<file path="src/rtl/core/clutch_position_lead_lag_pwm_macros.svh">
// ----------------------------------------------------------------------------
// Clutch controller assertion macros
// Shorthand for clocked concurrent assertions used across the clutch block.
// ----------------------------------------------------------------------------
`ifndef CLUTCH_POSITION_LEAD_LAG_PWM_MACROS_SVH
`define CLUTCH_POSITION_LEAD_LAG_PWM_MACROS_SVH

// Checked only outside reset.
`define CLPLL_ASSERT(name, prop, msg) \
  name: assert property (@(posedge clk_i) disable iff (!rst_ni) prop) else $error(msg);

// Checked at every edge, reset included.
`define CLPLL_ASSERT_RST(name, prop, msg) \
  name: assert property (@(posedge clk_i) prop) else $error(msg);

`endif

</file>
<file path="src/rtl/core/clpll_pkg.sv">
// ----------------------------------------------------------------------------
// Clutch lead-lag package
// Field widths, register indexes, reset values and beat types of the block.
// ----------------------------------------------------------------------------
package clpll_pkg;

  localparam int unsigned POS_W      = 10;
  localparam int unsigned TGT_W      = 10;
  localparam int unsigned POLE_W     = 18;
  localparam int unsigned GAIN_W     = 24;
  localparam int unsigned DRIVE_W    = 23;
  localparam int unsigned OUT_W      = 24;
  localparam int unsigned ERR_W      = 11;
  localparam int unsigned DUTY_W     = 10;
  localparam int unsigned CFG_IDX_W  = 3;
  localparam int unsigned CFG_DATA_W = 24;

  // Accumulator: 34 fraction bits, rounded back to 16.
  localparam int unsigned ACC_W      = 48;
  localparam int unsigned ACC_SHIFT  = 18;
  localparam int unsigned ERR_SCALE  = 10;

  localparam logic [TGT_W-1:0]   RST_HIGH_TARGET = TGT_W'(560);
  localparam logic [TGT_W-1:0]   RST_LOW_TARGET  = TGT_W'(225);
  localparam logic [POLE_W-1:0]  RST_POLE_COEFF  = POLE_W'(258413);
  localparam logic [GAIN_W-1:0]  RST_GAIN_NOW    = GAIN_W'(608564);
  localparam logic [GAIN_W-1:0]  RST_GAIN_PREV   = GAIN_W'(597247);
  localparam logic [DRIVE_W-1:0] RST_DRIVE_LIMIT = DRIVE_W'(786432);

  typedef enum logic [CFG_IDX_W-1:0] {
    REG_HIGH_TARGET = 3'd0,
    REG_LOW_TARGET  = 3'd1,
    REG_POLE_COEFF  = 3'd2,
    REG_GAIN_NOW    = 3'd3,
    REG_GAIN_PREV   = 3'd4,
    REG_DRIVE_LIMIT = 3'd5
  } cfg_reg_e;

  typedef struct packed {
    logic [POS_W-1:0] clutch_position;
    logic             upshift_pressed;
    logic             downshift_pressed;
  } clpll_in_t;

  typedef struct packed {
    logic [DUTY_W-1:0] duty;
    logic              direction;
  } clpll_out_t;

endpackage

</file>
<file path="src/rtl/core/clutch_position_lead_lag_pwm.sv">
// ----------------------------------------------------------------------------
// Clutch position lead-lag controller with PWM drive
// Reference select and clamp, first-order IIR on the position error, and a
// pipelined divider that scales the drive magnitude to a PWM compare value.
// ----------------------------------------------------------------------------
// Usage:
//   Input channel (in_valid_i / in_ready_o / in_data_i) takes one position
//   sample and the two shift buttons per beat. Output channel (out_valid_o /
//   out_ready_i / out_data_o) returns one duty and direction per input beat,
//   in order.
//   A beat passes the input register, the magnitude register, the duty
//   numerator register and the divider stages in turn. Throughput: one beat
//   per cycle while out_ready_i is not held low; the IIR state updates as the
//   sample leaves the input register, and the duty division is one quotient
//   bit per stage. Stalls: each stage holds its beat while the stage after it
//   is full and cannot move on, so a stalled receiver backs the pipeline up;
//   empty stages keep accepting until every stage holds a beat.
//   Reset: all stages empty, the configuration registers take their default
//   values, reference returns to the low target and the filter history and
//   direction clear to zero.
//   Configuration: cfg_we_i writes register cfg_idx_i from cfg_data_i in the
//   same cycle; write only while no beat is in flight.
// ----------------------------------------------------------------------------
`include "clutch_position_lead_lag_pwm_macros.svh"

module clutch_position_lead_lag_pwm #(
  parameter int unsigned PWM_PERIOD = 512
) (
  input  logic                                 clk_i,
  input  logic                                 rst_ni,
  input  logic                                 in_valid_i,
  output logic                                 in_ready_o,
  input  clpll_pkg::clpll_in_t                 in_data_i,
  output logic                                 out_valid_o,
  input  logic                                 out_ready_i,
  output clpll_pkg::clpll_out_t                out_data_o,
  input  logic                                 cfg_we_i,
  input  logic [clpll_pkg::CFG_IDX_W-1:0]      cfg_idx_i,
  input  logic [clpll_pkg::CFG_DATA_W-1:0]     cfg_data_i
);
  import clpll_pkg::*;

  // Quotient bits, numerator width and stage count.
  localparam int unsigned QW   = $clog2(PWM_PERIOD + 1);
  localparam int unsigned NW   = DRIVE_W + QW;
  localparam int unsigned NSTG = 3 + QW;
  localparam int unsigned LAST = NSTG - 1;
  localparam int unsigned YW   = ACC_W - ACC_SHIFT;

  // --------------------------------------------------------------------------
  // Configuration registers
  // --------------------------------------------------------------------------
  logic [TGT_W-1:0]   high_target_q;
  logic [TGT_W-1:0]   low_target_q;
  logic [POLE_W-1:0]  pole_coeff_q;
  logic [GAIN_W-1:0]  gain_now_q;
  logic [GAIN_W-1:0]  gain_prev_q;
  logic [DRIVE_W-1:0] drive_limit_q;

  always_ff @(posedge clk_i or negedge rst_ni) begin
    if (!rst_ni) begin
      high_target_q <= RST_HIGH_TARGET;
      low_target_q  <= RST_LOW_TARGET;
      pole_coeff_q  <= RST_POLE_COEFF;
      gain_now_q    <= RST_GAIN_NOW;
      gain_prev_q   <= RST_GAIN_PREV;
      drive_limit_q <= RST_DRIVE_LIMIT;
    end else if (cfg_we_i) begin
      unique case (cfg_idx_i)
        REG_HIGH_TARGET: high_target_q <= cfg_data_i[TGT_W-1:0];
        REG_LOW_TARGET:  low_target_q  <= cfg_data_i[TGT_W-1:0];
        REG_POLE_COEFF:  pole_coeff_q  <= cfg_data_i[POLE_W-1:0];
        REG_GAIN_NOW:    gain_now_q    <= cfg_data_i[GAIN_W-1:0];
        REG_GAIN_PREV:   gain_prev_q   <= cfg_data_i[GAIN_W-1:0];
        REG_DRIVE_LIMIT: drive_limit_q <= cfg_data_i[DRIVE_W-1:0];
        default: ;
      endcase
    end
  end

  // A zero limit behaves as one.
  logic [DRIVE_W-1:0] lim_c;
  assign lim_c = (drive_limit_q == '0) ? DRIVE_W'(1) : drive_limit_q;

  // --------------------------------------------------------------------------
  // Stage valids and backpressure
  // --------------------------------------------------------------------------
  logic [NSTG-1:0] v_q;
  logic [NSTG-1:0] v_in;
  logic [NSTG-1:0] ld;
  logic [NSTG:0]   rdy;

  always_comb begin
    rdy[NSTG] = out_ready_i;
    for (int k = NSTG - 1; k >= 0; k--) begin
      rdy[k] = !v_q[k] || rdy[k+1];
    end
  end

  assign v_in       = {v_q[NSTG-2:0], in_valid_i};
  assign ld         = v_in & rdy[NSTG-1:0];
  assign in_ready_o = rdy[0];

  always_ff @(posedge clk_i or negedge rst_ni) begin
    if (!rst_ni) begin
      v_q <= '0;
    end else begin
      v_q <= ld | (v_q & ~rdy[NSTG-1:0]);
    end
  end

  // --------------------------------------------------------------------------
  // Input register
  // --------------------------------------------------------------------------
  clpll_in_t s0_in_q;

  always_ff @(posedge clk_i) begin
    if (ld[0]) begin
      s0_in_q <= in_data_i;
    end
  end

  // --------------------------------------------------------------------------
  // Loop: reference, error, IIR, saturate
  // --------------------------------------------------------------------------
  logic [TGT_W-1:0]              ref_q;
  logic signed [OUT_W-1:0]       last_out_q;
  logic signed [ERR_W-1:0]       last_err_q;
  logic                          last_dir_q;

  logic [TGT_W-1:0]              ref_sel;
  logic [TGT_W-1:0]              ref_d;
  logic signed [ERR_W-1:0]       err_d;
  logic signed [POLE_W:0]        pole_s;
  logic signed [GAIN_W:0]        gain_now_s;
  logic signed [GAIN_W:0]        gain_prev_s;
  logic signed [POLE_W+OUT_W:0]  prod_pole;
  logic signed [GAIN_W+ERR_W:0]  prod_now;
  logic signed [GAIN_W+ERR_W:0]  prod_prev;
  logic signed [GAIN_W+ERR_W+1:0] err_term;
  logic signed [ACC_W-1:0]       acc;
  logic signed [ACC_W-ACC_SHIFT-1:0] y_full;
  logic signed [OUT_W-1:0]       y_sat;
  logic                          dir_d;
  logic [OUT_W-1:0]              mag_full;
  logic [DRIVE_W-1:0]            mag;
  logic                          adv0;

  assign adv0 = ld[1];

  always_comb begin
    if (s0_in_q.upshift_pressed) begin
      ref_sel = high_target_q;
    end else if (s0_in_q.downshift_pressed) begin
      ref_sel = low_target_q;
    end else begin
      ref_sel = ref_q;
    end
    // Upper clamp first, so an inverted pair gives high above it, else low.
    if (ref_sel > high_target_q) begin
      ref_d = high_target_q;
    end else if (ref_sel < low_target_q) begin
      ref_d = low_target_q;
    end else begin
      ref_d = ref_sel;
    end

    err_d = signed'({1'b0, ref_d}) - signed'({1'b0, s0_in_q.clutch_position});

    pole_s      = signed'({1'b0, pole_coeff_q});
    gain_now_s  = signed'({1'b0, gain_now_q});
    gain_prev_s = signed'({1'b0, gain_prev_q});
    prod_pole   = (POLE_W+OUT_W+1)'(pole_s) * (POLE_W+OUT_W+1)'(last_out_q);
    prod_now    = (GAIN_W+ERR_W+1)'(gain_now_s) * (GAIN_W+ERR_W+1)'(err_d);
    prod_prev   = (GAIN_W+ERR_W+1)'(gain_prev_s) * (GAIN_W+ERR_W+1)'(last_err_q);
    err_term    = (GAIN_W+ERR_W+2)'(prod_now) - (GAIN_W+ERR_W+2)'(prod_prev);

    // Round half up to Q8.16, then saturate.
    acc = ACC_W'(prod_pole) + (ACC_W'(err_term) <<< ERR_SCALE)
        + (ACC_W'(1) <<< (ACC_SHIFT - 1));
    y_full = acc[ACC_W-1:ACC_SHIFT];
    if (y_full[YW-1:OUT_W-1] != {(YW-OUT_W+1){y_full[YW-1]}}) begin
      y_sat = y_full[YW-1] ? {1'b1, {(OUT_W-1){1'b0}}}
                           : {1'b0, {(OUT_W-1){1'b1}}};
    end else begin
      y_sat = y_full[OUT_W-1:0];
    end

    // Hold direction on a zero output.
    if (y_sat == '0) begin
      dir_d = last_dir_q;
    end else begin
      dir_d = !y_sat[OUT_W-1];
    end

    mag_full = y_sat[OUT_W-1] ? (~y_sat + OUT_W'(1)) : y_sat;
    if (mag_full > {1'b0, lim_c}) begin
      mag = lim_c;
    end else begin
      mag = mag_full[DRIVE_W-1:0];
    end
  end

  always_ff @(posedge clk_i or negedge rst_ni) begin
    if (!rst_ni) begin
      ref_q      <= RST_LOW_TARGET;
      last_out_q <= '0;
      last_err_q <= '0;
      last_dir_q <= 1'b0;
    end else if (adv0) begin
      ref_q      <= ref_d;
      last_out_q <= y_sat;
      last_err_q <= err_d;
      last_dir_q <= dir_d;
    end
  end

  // --------------------------------------------------------------------------
  // Magnitude register and duty numerator
  // --------------------------------------------------------------------------
  logic [DRIVE_W-1:0] s1_mag_q;
  logic               s1_dir_q;
  logic [NW-1:0]      s2_num_q;
  logic               s2_dir_q;

  always_ff @(posedge clk_i) begin
    if (ld[1]) begin
      s1_mag_q <= mag;
      s1_dir_q <= dir_d;
    end
    if (ld[2]) begin
      s2_num_q <= NW'(s1_mag_q) * NW'(PWM_PERIOD);
      s2_dir_q <= s1_dir_q;
    end
  end

  // --------------------------------------------------------------------------
  // Restoring divider, one quotient bit per stage, most significant first
  // --------------------------------------------------------------------------
  logic [NW-1:0] div_rem_q [QW];
  logic [QW-1:0] div_quo_q [QW];
  logic          div_dir_q [QW];
  logic [NW-1:0] rin [QW];
  logic [QW-1:0] qin [QW];
  logic          din [QW];
  logic [NW-1:0] div_rem_d [QW];
  logic [QW-1:0] div_quo_d [QW];

  always_comb begin
    rin[0] = s2_num_q;
    qin[0] = '0;
    din[0] = s2_dir_q;
    for (int d = 1; d < QW; d++) begin
      rin[d] = div_rem_q[d-1];
      qin[d] = div_quo_q[d-1];
      din[d] = div_dir_q[d-1];
    end
    for (int d = 0; d < QW; d++) begin
      if (rin[d] >= (NW'(lim_c) << (QW - 1 - d))) begin
        div_rem_d[d] = rin[d] - (NW'(lim_c) << (QW - 1 - d));
        div_quo_d[d] = qin[d] | (QW'(1) << (QW - 1 - d));
      end else begin
        div_rem_d[d] = rin[d];
        div_quo_d[d] = qin[d];
      end
    end
  end

  always_ff @(posedge clk_i) begin
    for (int d = 0; d < QW; d++) begin
      if (ld[3+d]) begin
        div_rem_q[d] <= div_rem_d[d];
        div_quo_q[d] <= div_quo_d[d];
        div_dir_q[d] <= din[d];
      end
    end
  end

  assign out_valid_o          = v_q[LAST];
  assign out_data_o.duty      = DUTY_W'(div_quo_q[QW-1]);
  assign out_data_o.direction = div_dir_q[QW-1];

  // --------------------------------------------------------------------------
  // Assertions
  // --------------------------------------------------------------------------
  `CLPLL_ASSERT_RST(a_reset_empty, !rst_ni |=> (v_q == '0), "pipeline not empty in reset")
  `CLPLL_ASSERT(a_duty_bound, v_q[LAST] |-> (div_quo_q[QW-1] <= QW'(PWM_PERIOD)), "duty above period")
  `CLPLL_ASSERT(a_rem_bound, v_q[LAST] |-> (div_rem_q[QW-1] < NW'(lim_c)), "divider remainder too large")
  `CLPLL_ASSERT(a_state_hold, !adv0 |=> ($stable(last_out_q) && $stable(ref_q)), "loop state moved without a beat")
  `CLPLL_ASSERT(a_dir_zero, (adv0 && (y_sat == '0)) |=> (last_dir_q == $past(last_dir_q)), "direction changed on zero output")

endmodule

</file>
<file path="config.mk">
export PLATFORM = sky130hd
export DESIGN_NAME = clutch_position_lead_lag_pwm
export DESIGN_NICKNAME = d
export VERILOG_FILES = /design/src/rtl/core/clpll_pkg.sv /design/src/rtl/core/clutch_position_lead_lag_pwm.sv
export VERILOG_INCLUDE_DIRS = /design/src /design/src/rtl/core
export SDC_FILE = /design/constraint.sdc
export NUM_CORES = 2
export LEC_CHECK = 0
export CAP_MARGIN = 25
export CORE_MARGIN = 5
export CORE_UTILIZATION = 50
export CTS_CLUSTER_SIZE = 8
export DETAILED_ROUTE_END_ITERATION = 7
export DONT_BUFFER_PORTS = 1
export GPL_ROUTABILITY_DRIVEN = 0
export PLACE_DENSITY = 0.7
export SLEW_MARGIN = 20
export SYNTH_ARGS = -nofsm -noshare
export SYNTH_HDL_FRONTEND = slang
export SYNTH_SLANG_ARGS = --single-unit
</file>
<file path="constraint.sdc">
create_clock -name clk_i -period 52.5 [get_ports clk_i]
set_input_delay 2.625 -clock clk_i [delete_from_list [all_inputs] [get_ports clk_i]]
set_output_delay 2.625 -clock clk_i [all_outputs]
set_load 0.02 [all_outputs]
</file>
==> results_dict.tcl <==
set metrics [dict create \
    layout-drive-gt1-share 0.0655 \
    post_cts_buffers 0 \
    antenna_found_initial 13 \
    numCtsBuffers 80 \
    die_w_um 384 \
    critPathCaptureType "flop" \
    tightest_slew_ns 1.14 \
    cap_violations 0 \
    arrival_ns 24.96 \
    io_buffers 0 \
    finalClockSkew_ns 0.0507 \
    finalSetupTns_ns 0 \
    status "finished, final reports clean" \
    critPathMaxFanout 33 \
    synth.distinct_cells 81 \
    slowest_delay_ns 0.77 \
    dpl.hpwl_um 149000 \
    cpMostUsedCell "fa_1" \
    postCtsHoldBufs 0 \
    cts_sinks 545 \
    cts-resized-gates 0 \
    mostFrequentLayoutCells "inv_1, fa_1, nand2_1, ha_1, and2_1" \
    critPathKind "flop to flop" \
    ant_nets 0 \
    coreArea_um2 139000 \
    mostFrequentLayoutCell "inv_1" \
    wl_per_cell_um 21.2 \
    dieArea_um2 147000 \
    grt_pass1_vias 53773 \
    grt.overflow.total 0 \
    rsz0062_at_grt "false" \
    grt_first_pass_wirelength_um 303000 \
    ios 57 \
    initial_core_util 0.502 \
    ys.flop_type "edfxtp_1" \
    cts_root_buf "clkbuf_16" \
    ys_ff_latch 545 \
    rows 137 \
    die_y_um 384 \
    period_share 0.468 \
    critPathRequiredTime_ns 52.91 \
    clockBufferDepth 3 \
    synth_area_um2 69800 \
    relSlewSlack 0.240 \
    slowest_stage "a21o_1" \
    path_clk_slew_ns 0.05 \
    final-setup-viol-count 0 \
    drv_slew 0 \
    hold_violations 0 \
    synth_warnings 0 \
    max_freq_mhz 40.7 \
    vias 51500 \
    grt_max_degree 169 \
    final_net_count 8758 \
    ys_seq_area_frac 0.223 \
    dr.pass1.iters 6 \
    async_flop_share 0.308 \
    area_growth_syn_to_layout_pct 6.68 \
    wl_um 193000 \
    drc 0 \
    syn_area_per_cell_um2 9.61 \
    hold_path.class "flop to flop" \
    netlist_instances 7261 \
    grt_usage 0.266 \
    drt_iter0_markers 3943 \
    min_period_ns 24.55 \
    cts_max_level 3 \
    synth_fp_nets 8871 \
    cts_tree "done" \
    cp-start-kind "flop" \
    viasPerCell 5.66 \
    clock_latency_ns 0.70 \
    synth_edf_count 377 \
]
==> area by class of cell <==
cell class	count	area, um^2
multi-input combinational	5115	48400
timing repair buffer	83	734
inverter	1323	4970
clock inverter	12	241
tap	1876	2350
antenna	14	35.0
clock buffer	127	2190
sequential	545	15600
fill	12306	64700
==> path summary, 6_finish.rpt <==
check	startpoint	end	slack, ns	cells after the start
worst max-delay path	s0_in_q[0]	s1_mag_q[6]	27.95	86
worst min-delay path	div_dir_q[0]	div_dir_q[1]	0.41	0
worst max register to register	s0_in_q[0]	s1_mag_q[6]	27.95	86
worst min register to register	div_dir_q[0]	div_dir_q[1]	0.41	0
max in group asynchronous	rst_ni	last_dir_q	50.40	0
min in group asynchronous	rst_ni	gain_now_q[17]	1.67	0
==> synthesized netlist by cell type (7+ instances only) <==
cell type | instances | share of area
a2111oi_0 | 15 | 0.0019
a211oi_1 | 39 | 0.0042
a21boi_0 | 18 | 0.0019
a21o_1 | 133 | 0.014
a21oi_1 | 283 | 0.020
a31oi_1 | 27 | 0.0024
a41oi_1 | 8 | 0.0010
and2_1 | 472 | 0.042
and3_1 | 27 | 0.0024
and4_1 | 9 | 0.0011
buf_1 | 11 | 0.00059
clkbuf_1 | 256 | 0.014
dfrtp_1 | 122 | 0.044
dfstp_2 | 46 | 0.017
edfxtp_1 | 377 | 0.16
fa_1 | 973 | 0.28
ha_1 | 593 | 0.11
inv_1 | 1322 | 0.071
mux2_2 | 176 | 0.028
mux2i_1 | 37 | 0.0053
nand2_1 | 752 | 0.040
nand2b_1 | 50 | 0.0045
nand3_1 | 64 | 0.0046
nand4_1 | 52 | 0.0047
nor2_1 | 269 | 0.014
nor2b_1 | 115 | 0.010
nor3_1 | 95 | 0.0068
nor4_1 | 41 | 0.0037
o211ai_1 | 23 | 0.0025
o21a_1 | 48 | 0.0052
o21ai_0 | 272 | 0.020
o21bai_1 | 31 | 0.0033
o31a_1 | 10 | 0.0013
o31ai_1 | 29 | 0.0031
o41ai_1 | 7 | 0.00088
or2_2 | 35 | 0.0031
or3_1 | 29 | 0.0026
or4_1 | 7 | 0.00075
xnor2_1 | 156 | 0.020
xor2_1 | 106 | 0.013
==> per-layer routing <==
layer	vias up	track usage	wire, um
met5	-	0	12
met3	535	0.0493	13700
met2	1898	0.458	94100
li1	23169	-	-
met4	2	0.149	13100
met1	25896	0.313	71900
==> logic make-up after synthesis <==
logic type / after synthesis / share of synthesized area
AO/OA/AOI/OAI: 1019 / 0.0919
XOR/XNOR: 262 / 0.0329
adder cells (fa/ha/maj): 1566 / 0.385
buffers and inverters: 1601 / 0.0865
flip-flops: 545 / 0.223
multiplexers: 213 / 0.0337
AND/OR/NAND/NOR: 2055 / 0.147
==> worst max-delay path: cells and delay by family (launching register included) <==
family	cells	cell delay, ns
muxes	4	0.78
buffers and inverters	13	1.95
xor gates and xnor gates	1	0.39
and+or+nand+nor	12	2.78
AOI/OAI and AO/OA	36	8.92
adders and majority gates	20	8.73
DFF	1	0.73
==> state kept, by name, indices dropped and copies added (netlist names), named ones only <==
signal	cells
last_out_q	24
s0_in_q	12
div_dir_q	10
s2_num_q	23
div_quo_q	55
gain_now_q	24
gain_prev_q	24
last_dir_q	1
low_target_q	10
s1_mag_q	23
s2_dir_q	1
ref_q	10
high_target_q	10
pole_coeff_q	18
last_err_q	11
drive_limit_q	23
div_rem_q	252
s1_dir_q	1
==> stage by stage <==
stage / hold slack [ns] / cell area [um^2] / setup WS, ns / util / std cells
final: 0.406 / 74500 / 27.95 / 0.535 / 9095
after global routing: 0.420 / 74500 / 26.39 / 0.535 / 9089
after CTS: 0.409 / 74300 / 28.06 / 0.534 / 9073
after detailed placement: 0.405 / 71900 / 28.16 / 0.516 / 8934
after global placement: 0.402 / 71800 / 28.79 / 0.516 / 8928
after floorplan: 0.400 / 69800 / 31.55 / - / 7261
Power is not shown: default switching activity piles up to over one toggle a cycle in this logic, so the estimate is an artifact.
